===== src/hw/rtl/pjsg_pkg.sv =====
// ----------------------------------------------------------------------------
// pjsg_pkg
// Shared types and constants of the progressive jittered sample generator.
// ----------------------------------------------------------------------------
`default_nettype none

package pjsg_pkg;

    localparam int JIT_W    = 24;   // jitter fraction width
    localparam int OUT_W    = 24;   // emitted coordinate width
    localparam int IDX_W    = 12;   // emitted sample index width
    localparam int LVL_W    = 4;    // level counter width
    localparam int CFG_W    = 3;    // level_count register width
    localparam int S_DATA_W = 152;  // six jitters and swap_choice, byte padded
    localparam int M_DATA_W = 64;   // index and two coordinates, byte padded

    localparam logic OP_START = 1'b0;
    localparam logic OP_STEP  = 1'b1;

    localparam logic [CFG_W-1:0] LEVEL_COUNT_RST = 3'd3;

    localparam logic [1:0] PH_FIRST  = 2'd0;
    localparam logic [1:0] PH_SECOND = 2'd1;
    localparam logic [1:0] PH_THIRD  = 2'd2;

    typedef struct packed {
        logic             start;   // job emits sample zero only
        logic [LVL_W-1:0] k;       // level of the old sample
        logic [1:0]       phase;   // child being produced
        logic             done;    // final sample of the set at end of job
        logic             s_zero;  // old sample is entry zero
        logic             last;    // this phase ends the job
    } job_t;

endpackage

`default_nettype wire


===== src/hw/rtl/pjsg_ctrl.sv =====
// ----------------------------------------------------------------------------
// pjsg_ctrl
// Level register, generation state, item acceptance and child sequencing.
// ----------------------------------------------------------------------------
`default_nettype none

module pjsg_ctrl #(
    parameter int MAX_LEVELS = 6,
    parameter int AW         = 12
) (
    input  wire logic                       aclk,
    input  wire logic                       aresetn,
    input  wire logic                       cfg_we,
    input  wire logic [pjsg_pkg::CFG_W-1:0] cfg_wdata,
    input  wire logic                       s_tvalid,
    input  wire logic                       op,
    input  wire logic                       m_tready,
    output logic                            s_tready,
    output logic                            m_tvalid,
    output logic                            accept,
    output logic                            adv,
    output logic                            rd_en,
    output logic      [AW-1:0]              rd_addr,
    output logic      [AW-1:0]              job_s,
    output pjsg_pkg::job_t                  job
);

    localparam int LW = pjsg_pkg::LVL_W;

    logic [pjsg_pkg::CFG_W-1:0] level_count_reg;
    logic [LW-1:0]              level_reg, level_next;
    logic [AW-1:0]              ptr_reg, ptr_next;
    logic                       active_reg, active_next;
    logic                       busy_reg, busy_next;
    logic                       m_tvalid_reg, m_tvalid_next;
    logic [1:0]                 phase_reg, phase_next;
    logic                       start_reg, start_next;
    logic [LW-1:0]              k_reg, k_next;
    logic                       done_reg, done_next;
    logic                       s_zero_reg;
    logic [AW-1:0]              s_reg;

    logic [LW-1:0] lv;
    logic [LW-1:0] level_inc;
    logic [AW-1:0] m_size;
    logic [AW-1:0] s_cur;
    logic          wrap;
    logic          out_free;
    logic          last_ph;

    always_comb begin
        lv = ({1'b0, level_count_reg} > LW'(MAX_LEVELS)) ? LW'(MAX_LEVELS)
                                                         : LW'(level_count_reg);
        level_inc = level_reg + 1'b1;
        m_size    = AW'(1) << {level_reg, 1'b0};
        s_cur     = ptr_reg & (m_size - 1'b1);
        wrap      = (s_cur == m_size - 1'b1);
        out_free  = !m_tvalid_reg || m_tready;
        last_ph   = start_reg || (phase_reg == pjsg_pkg::PH_THIRD);
        adv       = busy_reg && out_free;
        s_tready  = !busy_reg || (adv && last_ph);
        accept    = s_tvalid && s_tready;

        level_next    = level_reg;
        ptr_next      = ptr_reg;
        active_next   = active_reg;
        busy_next     = busy_reg;
        phase_next    = phase_reg;
        start_next    = start_reg;
        k_next        = k_reg;
        done_next     = done_reg;
        m_tvalid_next = m_tvalid_reg;

        if (adv) begin
            m_tvalid_next = 1'b1;
            phase_next    = phase_reg + 2'd1;
            if (last_ph) begin
                busy_next = 1'b0;
            end
        end else if (m_tready) begin
            m_tvalid_next = 1'b0;
        end

        if (accept) begin
            phase_next = pjsg_pkg::PH_FIRST;
            if (op == pjsg_pkg::OP_START) begin
                level_next  = '0;
                ptr_next    = '0;
                active_next = (lv != '0);
                busy_next   = 1'b1;
                start_next  = 1'b1;
                done_next   = (lv == '0);
            end else if (active_reg) begin
                if (level_reg >= lv) begin
                    active_next = 1'b0;
                end else begin
                    busy_next  = 1'b1;
                    start_next = 1'b0;
                    k_next     = level_reg;
                    done_next  = 1'b0;
                    if (wrap) begin
                        ptr_next   = '0;
                        level_next = level_inc;
                        if (level_inc >= lv) begin
                            active_next = 1'b0;
                            done_next   = 1'b1;
                        end
                    end else begin
                        ptr_next = s_cur + 1'b1;
                    end
                end
            end
        end
    end

    always_ff @(posedge aclk) begin
        if (!aresetn) begin
            level_count_reg <= pjsg_pkg::LEVEL_COUNT_RST;
            level_reg       <= '0;
            ptr_reg         <= '0;
            active_reg      <= 1'b0;
            busy_reg        <= 1'b0;
            m_tvalid_reg    <= 1'b0;
            phase_reg       <= pjsg_pkg::PH_FIRST;
            start_reg       <= 1'b0;
            k_reg           <= '0;
            done_reg        <= 1'b0;
        end else begin
            if (cfg_we) begin
                level_count_reg <= cfg_wdata;
            end
            level_reg    <= level_next;
            ptr_reg      <= ptr_next;
            active_reg   <= active_next;
            busy_reg     <= busy_next;
            m_tvalid_reg <= m_tvalid_next;
            phase_reg    <= phase_next;
            start_reg    <= start_next;
            k_reg        <= k_next;
            done_reg     <= done_next;
        end
    end

    always_ff @(posedge aclk) begin
        if (accept) begin
            s_reg      <= s_cur;
            s_zero_reg <= (s_cur == '0);
        end
    end

    assign m_tvalid   = m_tvalid_reg;
    assign rd_en      = accept && (op == pjsg_pkg::OP_STEP);
    assign rd_addr    = s_cur;
    assign job_s      = s_reg;
    assign job.start  = start_reg;
    assign job.k      = k_reg;
    assign job.phase  = phase_reg;
    assign job.done   = done_reg;
    assign job.s_zero = s_zero_reg;
    assign job.last   = last_ph;

endmodule

`default_nettype wire


===== config.mk =====
export PLATFORM = sky130hd
export DESIGN_NAME = pjsg_ctrl
export DESIGN_NICKNAME = d
export VERILOG_FILES = /design/src/hw/rtl/pjsg_pkg.sv /design/src/hw/rtl/pjsg_ctrl.sv
export SDC_FILE = /design/constraint.sdc
export NUM_CORES = 1
export LEC_CHECK = 0
export BUFFER_PORTS_ARGS = -buffer_cell sky130_fd_sc_hd__buf_2
export CAP_MARGIN = 20
export CORE_AREA = 3 3 61 119
export CTS_CLUSTER_DIAMETER = 120
export CTS_CLUSTER_SIZE = 25
export DETAILED_ROUTE_END_ITERATION = 10
export DIE_AREA = 0 0 64 122
export GPL_ROUTABILITY_DRIVEN = 0
export PLACE_DENSITY = 0.68
export SETUP_SLACK_MARGIN = 0.02
export SLEW_MARGIN = 30
export SYNTH_ARGS = -nofsm -noshare
export SYNTH_HDL_FRONTEND = slang
export SYNTH_SLANG_ARGS = --single-unit

===== constraint.sdc =====
create_clock -name aclk -period 3.85 [get_ports aclk]
set_input_delay 0.77 -clock aclk [delete_from_list [all_inputs] [get_ports aclk]]
set_output_delay 0.77 -clock aclk [all_outputs]
set_load 0.005 [all_outputs]

# --- Word level (Yosys, flattened, before mapping) ---
# Cells that the tools add are included.
totals:
  mem_count: 0
  latch_bits: 0
  word_cells: 75
  out_inout_bits: 39
  romBits: 0
  regBits: 43
  mem_bits_rw: 0
  inputBits: 9
op_classes:
  reduce_logical: 17
  eq_ne: 5
  magnitude_cmp: 3
  add_sub_neg: 4
  bitwise: 3
  div: 0
  n_mux: 30
  n_mul: 0
  n_shift: 1
ops:
  columns: ["op", "n"]
  rows:
  - ["$mux W12", 4]
  - ["$mux W1", 21]
  - ["$mux W4", 4]
  - ["$add A12 B1 Y12 const B", 1]
  - ["$and A12 B12 Y12", 1]
  - ["$eq A12 B12 Y1", 1]
  - ["$logic_not A12 Y1", 1]
  - ["$shl A1 B5 Y12 const A", 1]
  - ["$sub A12 B1 Y12 const B", 1]
  - ["$ge A4 B3 Y1", 2]
  - ["$reduce_and A4 Y1", 2]
  - ["$add A4 B1 Y4 const B", 1]
  - ["$logic_and A1 B1 Y1", 4]
  - ["$logic_not A4 Y1", 1]
  - ["$ne A2 B1 Y1 const B", 2]
  - ["$reduce_bool A4 Y1", 1]
  - ["$gt A3 B3 Y1 const B", 1]
  - ["$logic_or A1 B1 Y1", 3]
  - ["$mux W3", 1]
  - ["$reduce_and A3 Y1", 1]
  - ["$add A2 B1 Y2 const B", 1]
  - ["$eq A2 B2 Y1 const B", 1]
  - ["$logic_not A1 Y1", 2]
  - ["$ne A2 B2 Y1 const B", 1]
  - ["other kinds (3)", 4]

# --- Longest topological paths before layout ---
logic_depth:
  depth_word: 8
  ltp_mapped: 14
  mapped_depth_nobuf: 12

# --- Worst setup path after synthesis ---
# No wires, ideal clock.
synth_path:
  kind: "reg2reg"
  start: "reg level_reg[0]"
  end: "reg ptr_reg[2]"
  setup_ns: 0.119
  t_required_ns: 3.731
  synth_period_minus_slack_ns: 2.895
  arrival_ns: 2.777
  path_buffers: 4
  stages_incl_launch_ff: 15
  path_slack_ns: 0.955
  cell_sequence: "dfxtp_1 -> inv_1 -> ha_1 -> buf_6 -> or3b_1 -> clkbuf_1 -> ha_1 -> buf_4 -> and2b_4 -> a2111o_1 -> a221oi_4 -> a21oi_2 -> buf_2 -> a22oi_1 -> nor2b_1"
synth_between:
  elab_chain_len: 8
  word_cells_on_any_way: 12
  cone_classes: "2 x add/sub; 1 x order compare; 2 x eq/ne; 1 x shift; 4 x mux; 1 x bitwise; 1 x reduce/logical"
synth_lines:
  columns: ["item", "line_no", "source"]
  rows:
  - ["start, declared", "pjsg_ctrl.sv:31", "logic [LW-1:0] level_reg, level_next;"]
  - ["start signal, assigned", "pjsg_ctrl.sv:132", "level_reg <= level_next;"]
  - ["$shl A1 B5 Y12", "pjsg_ctrl.sv:55", "m_size = AW'(1) << {level_reg, 1'b0};"]
  - ["$sub A12 B1 Y12", "pjsg_ctrl.sv:56, pjsg_ctrl.sv:57", null]
  - ["$and A12 B12 Y12", "pjsg_ctrl.sv:56", "s_cur = ptr_reg & (m_size - 1'b1);"]
  - ["$add A12 B1 Y12 or $eq A12 B12 Y1 (tied branches)", "pjsg_ctrl.sv:109, pjsg_ctrl.sv:57", null]
  - ["$mux W12", "pjsg_ctrl.sv:101", "if (wrap) begin"]
  - ["$mux W12", "pjsg_ctrl.sv:94", "if (level_reg >= lv) begin"]
  - ["$mux W12", "pjsg_ctrl.sv:93", "end else if (active_reg) begin"]
  - ["$mux W12", "pjsg_ctrl.sv:86", "if (op == pjsg_pkg::OP_START) begin"]
  - ["end signal, assigned", "pjsg_ctrl.sv:133", "ptr_reg <= ptr_next;"]
  - ["end, declared", "pjsg_ctrl.sv:32", "logic [AW-1:0] ptr_reg, ptr_next;"]
# Parallel ways exist; a longest one is shown, timed or not. The select of a mux whose other input is x is not followed.
# A chain may end at the register's enable or synchronous reset.

# --- Worst setup path in the final report ---
layout_path:
  start: "reg level_reg[0]"
  end: "out rd_addr[4]"
layout_between:
  elab_chain_len: 3
layout_lines:
  columns: ["item", "line_no", "source"]
  rows:
  - ["$shl A1 B5 Y12", "pjsg_ctrl.sv:55", null]
  - ["$sub A12 B1 Y12", "pjsg_ctrl.sv:56", null]
  - ["$and A12 B12 Y12", "pjsg_ctrl.sv:56", null]
  - ["end, declared", "pjsg_ctrl.sv:23", "output logic [AW-1:0] rd_addr,"]
# No other way between the ends.

==> summary.md <==
| Metric | Value |
|---|---|
| Status | `finished clean` |
| Critical Path AT | `2.63 ns` |
| Syn nets | `293` |
| Max Cap Violations | `0` |
| Ant. Diodes | `0` |
| Antenna viol nets, final | `0` |
| Slowest cell on the critical path | `or3b_1` |
| Warnings from Yosys | `0` |
| Postcts setup bufs | `0` |
| Post-layout net count | `~330` |
| Tot GR Track Use | `16.29%` |
| Yosys cell types | `62` |
| Worst-path fanout max | `9` |
| Max Fclk | `293.9 MHz` |
| DR vias | `2096` |
| Synth area leaders | `dfxtp_1, edfxtp_1, ha_1` |
| Clock transition at the registers of the reported paths | `0.06 ns` |
| Register Area | `a little under 1000 um2` |
| RSZ-0062 raised after global routing | `false` |
| Routed vias/inst | `5.293` |
| Antenna violations before repair | `0` |
| CP endpoint kind | `primary output` |
| Buffers on Ports | `47` |
| Hold crit path type | `reg -> reg` |
| Main flop type after synthesis | `dfxtp_1` |
| Post-Synthesis Cells | `269` |
| Layout area overhead | `15.46%` |
| Die width | `around 64 um` |
| Initial drt markers | `111` |
| Pins over their slew limit | `0` |
| Post-route insts no fill | `396` |
| Fill cells | `634` |
| Drt wl/cell | `15.11 um` |
| Startpoint Class | `flip-flop` |
| Worst-skew pair later-pin latency | `0.28 ns` |
| HPWL after DPL | `4736 um` |
| Setup tns final | `0 ns` |
| Crit path launch | `level_reg[0]` |
| Final WL | `approximately 6000 um` |
| Most common cell after layout, fill and taps aside | `buf_2` |
| Aggregate global routing overflow | `0` |
| Seq pwr share | `between 40 and 50%` |
| Reg-to-reg startpoint | `level_reg[0]` |
| Largest net degree at the start of global routing | `30` |
| Io pins | `48` |
| Clock Sink Count | `43` |
| Fin crit share | `approximately nine tenths` |
| Layout cell share with drive strength beyond 1 | `about 23%` |
| Number of synthesized register bits | `43` |
| Sw frac | `23.29%` |
| CTS tree | `done` |
| Post-synth EDFFs | `13` |
| Initial DRT Pass Iterations | `4` |
| Total net switching power | `235.3 uW` |
| CP max stage delay | `0.46 ns` |
| Post-layout min period | `3.402 ns` |
| CTS buffer count | `5` |
| Most frequent cells in the layout | `buf_2, dfxtp_1, inv_1, nor2b_1, nor2_1` |
| Worst vdd ir | `214.8 uV` |
| Root buffer cell | `clkbuf_16` |
| Comb pwr share | `12.3%` |
| Sequential-to-total area share from yosys stat | `about two fifths` |
| Inst Count DP | `388` |
| Ys async rst share | `0%` |
| Leakage | `0.001285 uW` |
| H-tree level count | `2` |
| Dominant cell type by area after synthesis | `dfxtp_1` |
| Global-route wire length before repair | `9680 um` |
| Average instance area after synthesis | `9.386 um2` |
| Core area | `~6400 um2` |
| Fin. Hold Viols | `0` |
| Drt drc | `0` |
| Internal power | `775.0 uW` |
| Worst-margin pin slew | `0.6483 ns` |
| Hold wc startpoint | `done_reg` |
| DIE HEIGHT | `around 120 um` |
| Post-CTS resize count | `0` |
| DIE AREA | `between 7000 and 8000 um2` |
| CP required | `between 3 and 4 ns` |
| Rows | `41` |
| Clock Tree Buf Depth | `2` |
| Synth Cell Area | `2525 um2` |
| Max Clock Skew | `0.004807 ns` |
| Vias in the first global route | `2114` |
| Area of the multi-input gates | `between 1000 and 1500 um2` |
| Critical setup path kind | `reg -> out` |
| Power per cell area | `346.6 nW/um2` |
| Slew HR | `56.78%` |
| Post-synth top area share | `23.79%` |
| # hold bufs at CTS | `0` |
| Crit path cell chain | `inv_1 -> ha_1 -> or3b_1 -> ha_1 -> nand2b_1 -> mux2_2 -> inv_1 -> buf_2` |
| Starting density of the core | `between 30% and 40%` |
| # setup viols final | `0` |
| Power share of the clock group | `approximately two fifths` |
[critical path, delay by kind of cell, from the launching register on]
family / cells / cell delay [ns]
adder cells (fa/ha/maj): 2 / 0.67
AND/OR/NAND/NOR: 2 / 0.64
flip-flops: 1 / 0.36
buffers and inverters: 3 / 0.36
multiplexers: 1 / 0.33
[metal layers]
layer  up-vias  wire (um)  part of all wire (%)  GRT usage, %
met2        86       3297                    55         30.40
li1       1030          -                     -             -
met5         -          0                     0             0
met3        29        328                   5.5         3.044
met1       951       1981                    33         14.55
met4         0        378                   6.3         13.53
[cells in the mapped netlist (all sizes together) (2+ instances only)]
library cell	number
nor3b	4
a21oi	5
nor2	17
nor4	3
buf	11
nor3	7
o21ai	11
or2	2
o211ai	3
nand4	7
mux2i	3
a21boi	7
dfxtp	30
o2111ai	2
edfxtp	13
inv	23
xnor2	8
o21a	5
nor2b	18
and2	2
and4b	2
and2b	3
clkbuf	7
a22oi	11
nand2	16
ha	15
and3	3
xor2	4
o221a	2
nand2b	3
nand3	6
[stage by stage]
stage	hold WS [ns]	setup slack, ns	utilization, %	power [uW]	area, um2
2_1_floorplan	0.4312	0.9546	-	587.6	2525
3_3_place_gp	0.4540	0.8020	43.32	623.4	2778
3_5_place_dp	0.4668	0.6938	43.32	625.3	2778
4_1_cts	0.4764	0.4401	45.46	1026	2915
5_1_grt	0.5045	0.2433	45.46	1056	2915
6_report	0.4661	0.4476	45.46	1010	2915
[cell type report]
| cell class | count | share of cell area (%) |
|---|---|---|
| multi-input combinational | 185 | 45.54 |
| clock buffer | 7 | 4.549 |
| sequential | 43 | 33.99 |
| tap | 86 | 3.691 |
| clock inverter | 1 | 0.1717 |
| timing repair buffer | 51 | 9.099 |
| inverter | 23 | 2.961 |
[final timing paths]
| check | endpoint | slack (ns) | depth (start not counted) |
|---|---|---|---|
| setup / recovery | rd_addr[4] | 0.45 | 8 |
| hold / removal | done_reg | 0.47 | 2 |
| setup reg to reg | ptr_reg[7] | 0.68 | 10 |
| hold reg to reg | done_reg | 0.47 | 2 |
[power by group through the flow]
stage                     registers, uW  clock network [uW]  logic (uW)
after floorplan                     501                   0        86.9
after global placement              500                   0         123
after detailed placement            500                   0         125
after CTS                           491                 409         125
after global routing                492                 425         139
final                               491                 396         124
[cell families (layout without fill, tap and decap cells)]
group / after synthesis / after routing / share of synthesized area [%]
simple gates: 98 / 98 / 22.30
compound gates: 56 / 56 / 17.05
flops: 43 / 43 / 39.25
buf+inv: 41 / 82 / 8.176
fa+ha+maj: 15 / 15 / 7.433
xor+xnor: 12 / 12 / 4.163
mux: 4 / 4 / 1.635
No activity file was read; power rests on OpenSTA's default activity.
