## src/hw/rtl/pjsg_pkg.sv

```systemverilog
// ----------------------------------------------------------------------------
// pjsg_pkg
// Shared types and constants of the progressive jittered sample generator.
// ----------------------------------------------------------------------------
`default_nettype none

package pjsg_pkg;

    localparam int JIT_W    = 24;   // jitter fraction width
    localparam int OUT_W    = 24;   // emitted coordinate width
    localparam int IDX_W    = 12;   // emitted sample index width
    localparam int LVL_W    = 4;    // level counter width
    localparam int CFG_W    = 3;    // level_count register width
    localparam int S_DATA_W = 152;  // six jitters and swap_choice, byte padded
    localparam int M_DATA_W = 64;   // index and two coordinates, byte padded

    localparam logic OP_START = 1'b0;
    localparam logic OP_STEP  = 1'b1;

    localparam logic [CFG_W-1:0] LEVEL_COUNT_RST = 3'd3;

    localparam logic [1:0] PH_FIRST  = 2'd0;
    localparam logic [1:0] PH_SECOND = 2'd1;
    localparam logic [1:0] PH_THIRD  = 2'd2;

    typedef struct packed {
        logic             start;   // job emits sample zero only
        logic [LVL_W-1:0] k;       // level of the old sample
        logic [1:0]       phase;   // child being produced
        logic             done;    // final sample of the set at end of job
        logic             s_zero;  // old sample is entry zero
        logic             last;    // this phase ends the job
    } job_t;

endpackage

`default_nettype wire

```

## src/hw/rtl/pjsg_child.sv

```systemverilog
// ----------------------------------------------------------------------------
// pjsg_child
// Child sample datapath: cell and half-bit slicing, jitter placement, index.
// ----------------------------------------------------------------------------
`default_nettype none

module pjsg_child #(
    parameter int COORD_BITS = 24,
    parameter int AW         = 12
) (
    input  wire logic [COORD_BITS-1:0]      old_x,
    input  wire logic [COORD_BITS-1:0]      old_y,
    input  wire logic [pjsg_pkg::JIT_W-1:0] jit_x,
    input  wire logic [pjsg_pkg::JIT_W-1:0] jit_y,
    input  wire logic                       swap,
    input  wire logic [AW-1:0]              old_idx,
    input  wire pjsg_pkg::job_t             job,
    output logic      [COORD_BITS-1:0]      new_x,
    output logic      [COORD_BITS-1:0]      new_y,
    output logic      [AW-1:0]              new_idx
);

    localparam int C = COORD_BITS;

    function automatic logic [C-1:0] jit_align(input logic [pjsg_pkg::JIT_W-1:0] r);
        logic [C+pjsg_pkg::JIT_W-1:0] t;
        t = {r, {C{1'b0}}};
        return t[C+pjsg_pkg::JIT_W-1:pjsg_pkg::JIT_W];
    endfunction

    logic [C-1:0] high_mask;
    logic [C-1:0] half_pos;
    logic [C-1:0] jx_term;
    logic [C-1:0] jy_term;
    logic         xh;
    logic         yh;
    logic         hx;
    logic         hy;
    logic [1:0]   child_no;

    always_comb begin
        high_mask = ~({C{1'b1}} >> job.k);
        half_pos  = {1'b1, {(C-1){1'b0}}} >> job.k;
        jx_term   = (jit_align(jit_x) >> job.k) >> 1;
        jy_term   = (jit_align(jit_y) >> job.k) >> 1;
        xh        = ~(|(old_x & half_pos));
        yh        = ~(|(old_y & half_pos));
        case (job.phase)
            pjsg_pkg::PH_FIRST: begin
                hx = xh;
                hy = yh;
            end
            pjsg_pkg::PH_SECOND: begin
                hx = swap ? ~xh : xh;
                hy = swap ? yh : ~yh;
            end
            pjsg_pkg::PH_THIRD: begin
                hx = swap ? xh : ~xh;
                hy = swap ? ~yh : yh;
            end
            default: begin
                hx = xh;
                hy = yh;
            end
        endcase
        new_x    = (old_x & high_mask) | (hx ? half_pos : '0) | jx_term;
        new_y    = (old_y & high_mask) | (hy ? half_pos : '0) | jy_term;
        child_no = job.phase + 2'd1;
        new_idx  = old_idx | (AW'(child_no) << {job.k, 1'b0});
    end

endmodule

`default_nettype wire

```

## config.mk

```make
export PLATFORM = sky130hd
export DESIGN_NAME = pjsg_child
export DESIGN_NICKNAME = d
export VERILOG_FILES = /design/src/hw/rtl/pjsg_pkg.sv /design/src/hw/rtl/pjsg_child.sv
export SDC_FILE = /design/constraint.sdc
export NUM_CORES = 1
export LEC_CHECK = 0
export BUFFER_PORTS_ARGS = -buffer_cell sky130_fd_sc_hd__buf_2
export CAP_MARGIN = 5
export CORE_MARGIN = 4
export CORE_UTILIZATION = 47
export DETAILED_ROUTE_END_ITERATION = 7
export PLACE_DENSITY = 0.85
export REMOVE_ABC_BUFFERS = 1
export SLEW_MARGIN = 20
export SYNTH_ARGS = -nofsm -noshare
export SYNTH_HDL_FRONTEND = slang
export SYNTH_SLANG_ARGS = --single-unit
```

## constraint.sdc

```tcl
create_clock -name vclk -period 2.4
set_clock_uncertainty 0.05 [all_clocks]
set_input_delay 0.12 -clock vclk [all_inputs]
set_output_delay 0.12 -clock vclk [all_outputs]
set_load 0.02 [all_outputs]
```

After elaboration in Yosys (flattened, before gate mapping)
Cells that the tools add are included.

storage, ports and cells
  input port bits = 119
  output and inout port bits = 60
  bits in registers = 0
  logic and storage cells = 30

operators by class
  mux-type cells = 8
  equal/unequal tests = 2
  bitwise operators = 12
  shifts and indexed selects = 5
  $add $sub $neg = 1
  reduce and logical (&&, ||, !) cells = 2

operator list
  operator                                              number
  AND 24 bit                                            4
  two-way mux 24 bit                                    2
  bitwise OR 24 x 23 -> 24 bit                          2
  bitwise OR 24 bit                                     2
  OR reduction 24 bit                                   2
  >> shifter 24 x 4 -> 24 bit                           2
  >> shifter 24 x 4 -> 24 bit (first input constant)    2
  inverter 24 bit                                       1
  bitwise OR 12 bit                                     1
  << shifter 2 x 5 -> 12 bit                            1
  two-way mux 1 bit                                     4
  one-hot mux 1 bit (2 select lines)                    2
  adder 2 x 1 -> 2 bit (second input constant)          1
  equality test 2 x 1 -> 1 bit (second input constant)  1
  equality test 2 bit (second input constant)           1
  inverter 1 bit                                        2

Logic depth before layout (Yosys ltp)
Gate-level depths: netlist of run 1.

  depth after elaboration = 9
  depth in mapped cells = 10

Worst setup path before layout of run 1
No wires, ideal clock.

  path type = input to output
  start point = input port job[8] in the netlist's numbering
  end point = output port new_y[14]
  arrival = 2161 ps
  stages = 8
  buffers on the path = 2
  setup slack = 69 ps
  path through = buf_2 -> buf_4 -> nand2_1 -> o32ai_2 -> a2111oi_2 -> nand3_2 -> mux2i_4 -> o311ai_0

on the way
  word-level cells in the longest chain between the ends = 9
  elaborated cells between the ends (all ways) = 14

RTL lines
  what                                  RTL line                            text
  start: declaration                    pjsg_child.sv:17                    input wire pjsg_pkg::job_t job,
  >> shifter 24 x 4 -> 24 bit           pjsg_child.sv:43                    half_pos = {1'b1, {(C-1){1'b0}}} >> job.k;
  AND 24 bit                            pjsg_child.sv:47                    yh = ~(|(old_y & half_pos));
  OR reduction 24 bit                   pjsg_child.sv:47
  inverter 1 bit                        pjsg_child.sv:47
  two-way mux 1 bit (on tied branches)  pjsg_child.sv:59, pjsg_child.sv:55
  one-hot mux 1 bit (2 select lines)    pjsg_child.sv:48                    case (job.phase)
  two-way mux 24 bit                    pjsg_child.sv:67                    new_y = (old_y & high_mask) | (hy ? half_pos : '0) | jy_term;
  bitwise OR 24 bit                     pjsg_child.sv:67
  bitwise OR 24 x 23 -> 24 bit (*)      pjsg_child.sv:67
  end: declaration                      pjsg_child.sv:19                    output logic [COORD_BITS-1:0] new_y,

Mark *: on every way between the ends. The rest lies on a longest branch, timed or not.

Worst setup path in the final report of run 1
  start point = input port job[6] in the netlist's numbering
  end point = output port new_x[16]

on the way
  word-level cells in the longest chain between the ends = 9
  elaborated cells between the ends (all ways) = 14

RTL lines
  what                                  RTL line                            text
  >> shifter 24 x 4 -> 24 bit           pjsg_child.sv:43
  AND 24 bit                            pjsg_child.sv:46                    xh = ~(|(old_x & half_pos));
  OR reduction 24 bit                   pjsg_child.sv:46
  inverter 1 bit                        pjsg_child.sv:46
  two-way mux 1 bit (on tied branches)  pjsg_child.sv:58, pjsg_child.sv:54
  one-hot mux 1 bit (2 select lines)    pjsg_child.sv:48
  two-way mux 24 bit                    pjsg_child.sv:66                    new_x = (old_x & high_mask) | (hx ? half_pos : '0) | jx_term;
  bitwise OR 24 bit                     pjsg_child.sv:66
  bitwise OR 24 x 23 -> 24 bit (*)      pjsg_child.sv:66
  end: declaration                      pjsg_child.sv:18                    output logic [COORD_BITS-1:0] new_x,

Marks and branches as above.

==> results of run 1 <==
timing repair:
item                                    CTS  global route
gates cloned                              0             0
resized for setup                         1             5
endpoints found under the setup margin    2             6
cell usage after synthesis (9+ instances only):
cell type / number / area share
mux2i_1: 62 / 0.20
o21ai_0: 23 / 0.036
nand2b_1: 9 / 0.018
a211oi_1: 17 / 0.040
nand2_1: 55 / 0.065
a21oi_1: 22 / 0.035
nor2_1: 18 / 0.021
a31oi_1: 9 / 0.018
inv_1: 9 / 0.011
mux4_2: 19 / 0.13
nor2b_1: 9 / 0.018
clkbuf_1: 18 / 0.021
routing by layer:
layer	GRT usage	vias to the layer above	wire, µm
met5	0	-	0
met2	0.515	271	6020
met1	0.383	1911	5110
met3	0.0467	30	1320
met4	0.0740	0	321
li1	-	1926	-
power by group through the flow:
stage	clock (mW)	sequential [mW]	combinational [mW]
after floorplan	0	0	0.614
final	0	0	1.11
after global placement	0	0	1.07
after global routing	0	0	1.20
after CTS	0	0	1.10
after detailed placement	0	0	1.09
final timing paths:
kind / cells past startpoint / endpoint / slack, ns / start
worst max-delay path: 8 / new_x[16] / 0.1 / job[6]
worst min-delay path: 3 / new_idx[7] / 0.49 / old_idx[7]
tightest hold or removal path: cells and delay by family:
| family | cells | cell delay, ns |
|---|---|---|
| AOI/OAI and AO/OA | 1 | 0.07 |
| buffers and inverters | 2 | 0.23 |
through the flow:
stage,utilization,cell area (µm²)
4_1_cts,0.641,4140
6_report,0.642,4150
2_1_floorplan,-,2910
5_1_grt,0.642,4150
3_5_place_dp,0.640,4140
3_3_place_gp,0.640,4140
cell usage in the layout (no fill, tap or decap), types with 17 or more instances in the layout:
master,n
a21oi_1,22
mux2i_1,62
o21ai_0,23
nand2_1,55
mux4_2,19
a211oi_1,17
nor2_1,17
buf_2,155
buf_4,43
layout make-up:
| class | instances | area share |
|---|---|---|
| multi-input combinational | 366 | 0.693 |
| inverter | 10 | 0.00905 |
| timing repair buffer | 201 | 0.275 |
| tap | 77 | 0.0232 |
kinds of logic after synthesis:
group                    Yosys count  share of synthesized area
AO/OA/AOI/OAI                    141                      0.323
AND/OR/NAND/NOR                  133                      0.206
multiplexers                      90                      0.367
buffers and inverters             54                     0.0957
adder cells (fa/ha/maj)            2                    0.00788
==> results.txt, run 1 <==
Slew headroom - 0.709
worst path cell trace - buf_4 -> mux2_2 -> nand2_1 -> o311a_1 -> a2bb2oi_2 -> mux2_4 -> o31ai_1 -> buf_2
Site Rows - 29
min-delay worst type - in -> out
Antenna Cells - 0
Area Growth Syn to Fin - 30.7%
layout cell share with drive strength beyond 1 - 0.428
Yosys cell types - 64
Clk pwr share - 0
post-layout min period - 2.30 ns
# setup viols final - 0
critical path type - in -> out
Tcrit/Tclk final - 0.960
Ys Warns - 0
initial antenna violation count - 0
Crit. End Element - output port
number of port buffers - 157
run status - finished clean
syn_area_per_cell - 7.56 µm²
drt first pass iters - 5
global-route wire length before repair - 20.6 mm
WP data required - 2.23 ns
PnR Total Power - 1.11 mW
vias in the first global route - 4113
Overall Global Routing Usage - 0.297
Net count, final - 700
multi-input logic area - 0.00287 mm²
slowest cell on the critical path - mux2_4
Gate power share - 1.000
CP delay by family, top - multiplexers
sequential area share after synthesis - 0
Buffers & Inverters on Critical Path - 2
largest net degree at the start of global routing - 32
Fillers - 597
RSZ-0062 raised after global routing - no
PD cells - 268 mW/mm²
Die Ht - 90.2 µm
PnR worst setup slack - 0.0968 ns
GP Congestion - 0.923
Die Span X - 90.2 µm
dpl cells - 654
clk_buf instances - 0
Starting Density - 0.492
DR iter-0 viols - 378
post-synthesis cell count - 420
WHS - 0.486 ns
vias - 4138
seq_cells - 0
Internal Power - 0.462 mW
Avg WL per Cell - 19.5 µm
Final Hold Fails - 0
LEAKAGE - 2.00 nW
Max FO, Critical Path - 25
WL final - 12.8 mm
die area - 0.00814 mm²
CP arrival - 2.13 ns
Sequential Power Share - 0
FF/Latch Area - 0 µm²
pre-CTS setup slack - -0.0674 ns
max cap viols - 0
antenna-violating nets left - 0
Worst path max stage delay - 0.39 ns
Setup Buffers After CTS - 0
Detailed Place HPWL - 10.5 mm
total grt overflow - 0
Net Sw Frac - 0.585
# DRC - 0
Mapped Area - 0.00318 mm²
Sw Pwr - 0.651 mW
via/cell ratio - 6.33
Boundary Pins - 179
FMAX - 0.434 GHz
Max IR drop VDD - 171 µV
Placeable Area - 0.00646 mm²
Hold Buf Count CTS - 0
Tightest Pin Transition - 0.432 ns
Final Slew Violations - 0
post-route insts no fill - 654
CP startpoint kind - primary input
post-route setup TNS - 0 ns
(Power assumes the default switching activity.)
==> run 2, diff against run 1 <==
Settings changed: SLEW_MARGIN 20 to default.
Clock period 2.4 ns to 2.3 ns, I/O delays scaled along.
==> results.txt, run 2 (synthesis gave the netlist of run 1 again) <==
CP startpoint kind - primary input (unchanged)
commonest non-fill, non-tap cell in the layout - buf_2 (unchanged)
PD cells - 281 mW/mm² (was 268 mW/mm²)
Avg WL per Cell - 19.8 µm (was 19.5 µm)
met3 WL - 1.20 mm (was 1.32 mm)
total grt overflow - 0 (unchanged)
Max IR drop VDD - 191 µV (was 171 µV)
CP delay by family, top - compound AO/OA/AOI/OAI gates (was multiplexers)
GP Congestion - 0.955 (was 0.923)
seq_cells - 0 (unchanged)
Slew headroom - 0.682 (was 0.709)
Site Rows - 29 (unchanged)
via/cell ratio - 6.34 (was 6.33)
Die Ht - 90.2 µm (unchanged)
critical path type - in -> out (unchanged)
Buffers & Inverters on Critical Path - 2 (unchanged)
die area - 0.00814 mm² (unchanged)
slowest cell on the critical path - mux2_2 (was mux2_4)
Net count, final - 708 (was 700)
layout cell share with drive strength beyond 1 - 0.450 (was 0.428)
global-route wire length before repair - 20.6 mm (about the same)
vias - 4194 (was 4138)
most frequent cells in the layout - 150 x buf_2, 62 x mux2i_1, 55 x nand2_1 (was 155 x buf_2, 62 x mux2i_1, 55 x nand2_1)
Gate power share - 1.000 (about the same)
drt first pass iters - 5 (unchanged)
Sequential Power Share - 0 (about the same)
number of port buffers - 157 (unchanged)
post-layout min period - 2.23 ns
Net Sw Frac - 0.580 (was 0.585)
DR iter-0 viols - 363 (was 378)
met2 wire length - 6.30 mm (was 6.02 mm)
Internal Power - 0.507 mW (was 0.462 mW)
Starting Density - 0.492 (unchanged)
final core utilization - 0.664 (was 0.642)
Placeable Area - 0.00646 mm² (unchanged)
vias in the first global route - 4113 (unchanged)
Worst path max stage delay - 0.43 ns (was 0.39 ns)
RSZ-0062 raised after global routing - yes (was no)
Clk pwr share - 0 (about the same)
WP data required - 2.13 ns (was 2.23 ns)
Boundary Pins - 179 (unchanged)
Antenna Cells - 0 (unchanged)
clk_buf instances - 0 (unchanged)
most used cell, CP - buf_2
LEAKAGE - 2.05 nW (was 2.00 nW)
run status - finished clean (unchanged)
M1 WL - 5.20 mm (was 5.11 mm)
uppermost layer routed - met4 (unchanged)
FMAX - 0.447 GHz
Overall Global Routing Usage - 0.299 (was 0.297)
Die Span X - 90.2 µm (unchanged)
WL final - 13.1 mm (was 12.8 mm)
Area Growth Syn to Fin - 35.1% (was 30.7%)
Final Hold Fails - 0 (unchanged)
max cap viols - 0 (unchanged)
Final Slew Violations - 0 (unchanged)
FF/Latch Area - 0 µm² (unchanged)
Crit. End Element - output port (unchanged)
Tcrit/Tclk final - 0.972
# setup viols final - 0 (unchanged)
Tightest Pin Transition - 0.463 ns (was 0.432 ns)
initial antenna violation count - 0 (unchanged)
worst path cell trace - buf_2 -> mux2i_1 -> o21ai_0 -> a221oi_2 -> a2bb2oi_2 -> mux2_2 -> o221ai_1 -> buf_2 (was buf_4 -> mux2_2 -> nand2_1 -> o311a_1 -> a2bb2oi_2 -> mux2_4 -> o31ai_1 -> buf_2)
Max FO, Critical Path - 5 (was 25)
CP arrival - 2.07 ns (was 2.13 ns)
Sw Pwr - 0.699 mW (was 0.651 mW)
antenna-violating nets left - 0 (unchanged)
largest net degree at the start of global routing - 32 (unchanged)
post-route insts no fill - 662 (was 654)
dpl cells - 661 (was 654)
min-delay worst type - in -> out (unchanged)
Detailed Place HPWL - 10.6 mm (was 10.5 mm)
# DRC - 0 (unchanged)
run 2: through the flow:
stage	instance area, µm²	setup WS (ns)	TNS [ns]	hold slack, ns	total power [mW]
6_report	4290	0.0650	0	0.472	1.21
5_1_grt	4290	-0.0171	-0.0293	0.494	1.29
4_1_cts	4200	0.0148	0	0.475	1.16
3_5_place_dp	4190	-0.142	-0.583	0.470	1.15
3_3_place_gp	4190	-0.181	-0.582	0.467	1.13
2_1_floorplan	2910	-0.552	-2.77	0.270	0.641
run 2: tightest hold or removal path, delay by kind of cell:
kind	cells	cell delay, ns
buf+inv	2	0.23
compound gates	1	0.07
run 2: final timing paths:
check / start / to / cells past startpoint
setup / recovery: job[7] / new_x[17] / 8
hold / removal: old_idx[6] / new_idx[6] / 3
run 2: cell type report:
class                           instances  area (µm²)
Inverter                               10        40.0
Tap cell                               77        96.3
Multi-Input combinational cell        367        2940
Fill cell                             593        2170
Timing Repair Buffer                  208        1220
run 2: power groups by stage:
stage	clock network, mW	logic (mW)	registers [mW]
5_1_grt	0	1.29	0
2_1_floorplan	0	0.641	0
4_1_cts	0	1.16	0
3_3_place_gp	0	1.13	0
6_report	0	1.21	0
3_5_place_dp	0	1.15	0
run 2: repair_timing:
action	4_1_cts	5_1_grt
gates resized for setup	4	22
hold buffers	0	0
endpoints found under the setup margin	14	19
pin swaps	0	3
buffers inserted	0	0
cloned	0	1
run 2: metal layers:
layer,vias to the layer above,GRT usage
met5,-,0
met4,0,0.0765
met3,37,0.0367
met2,267,0.521
met1,1933,0.389
li1,1957,-
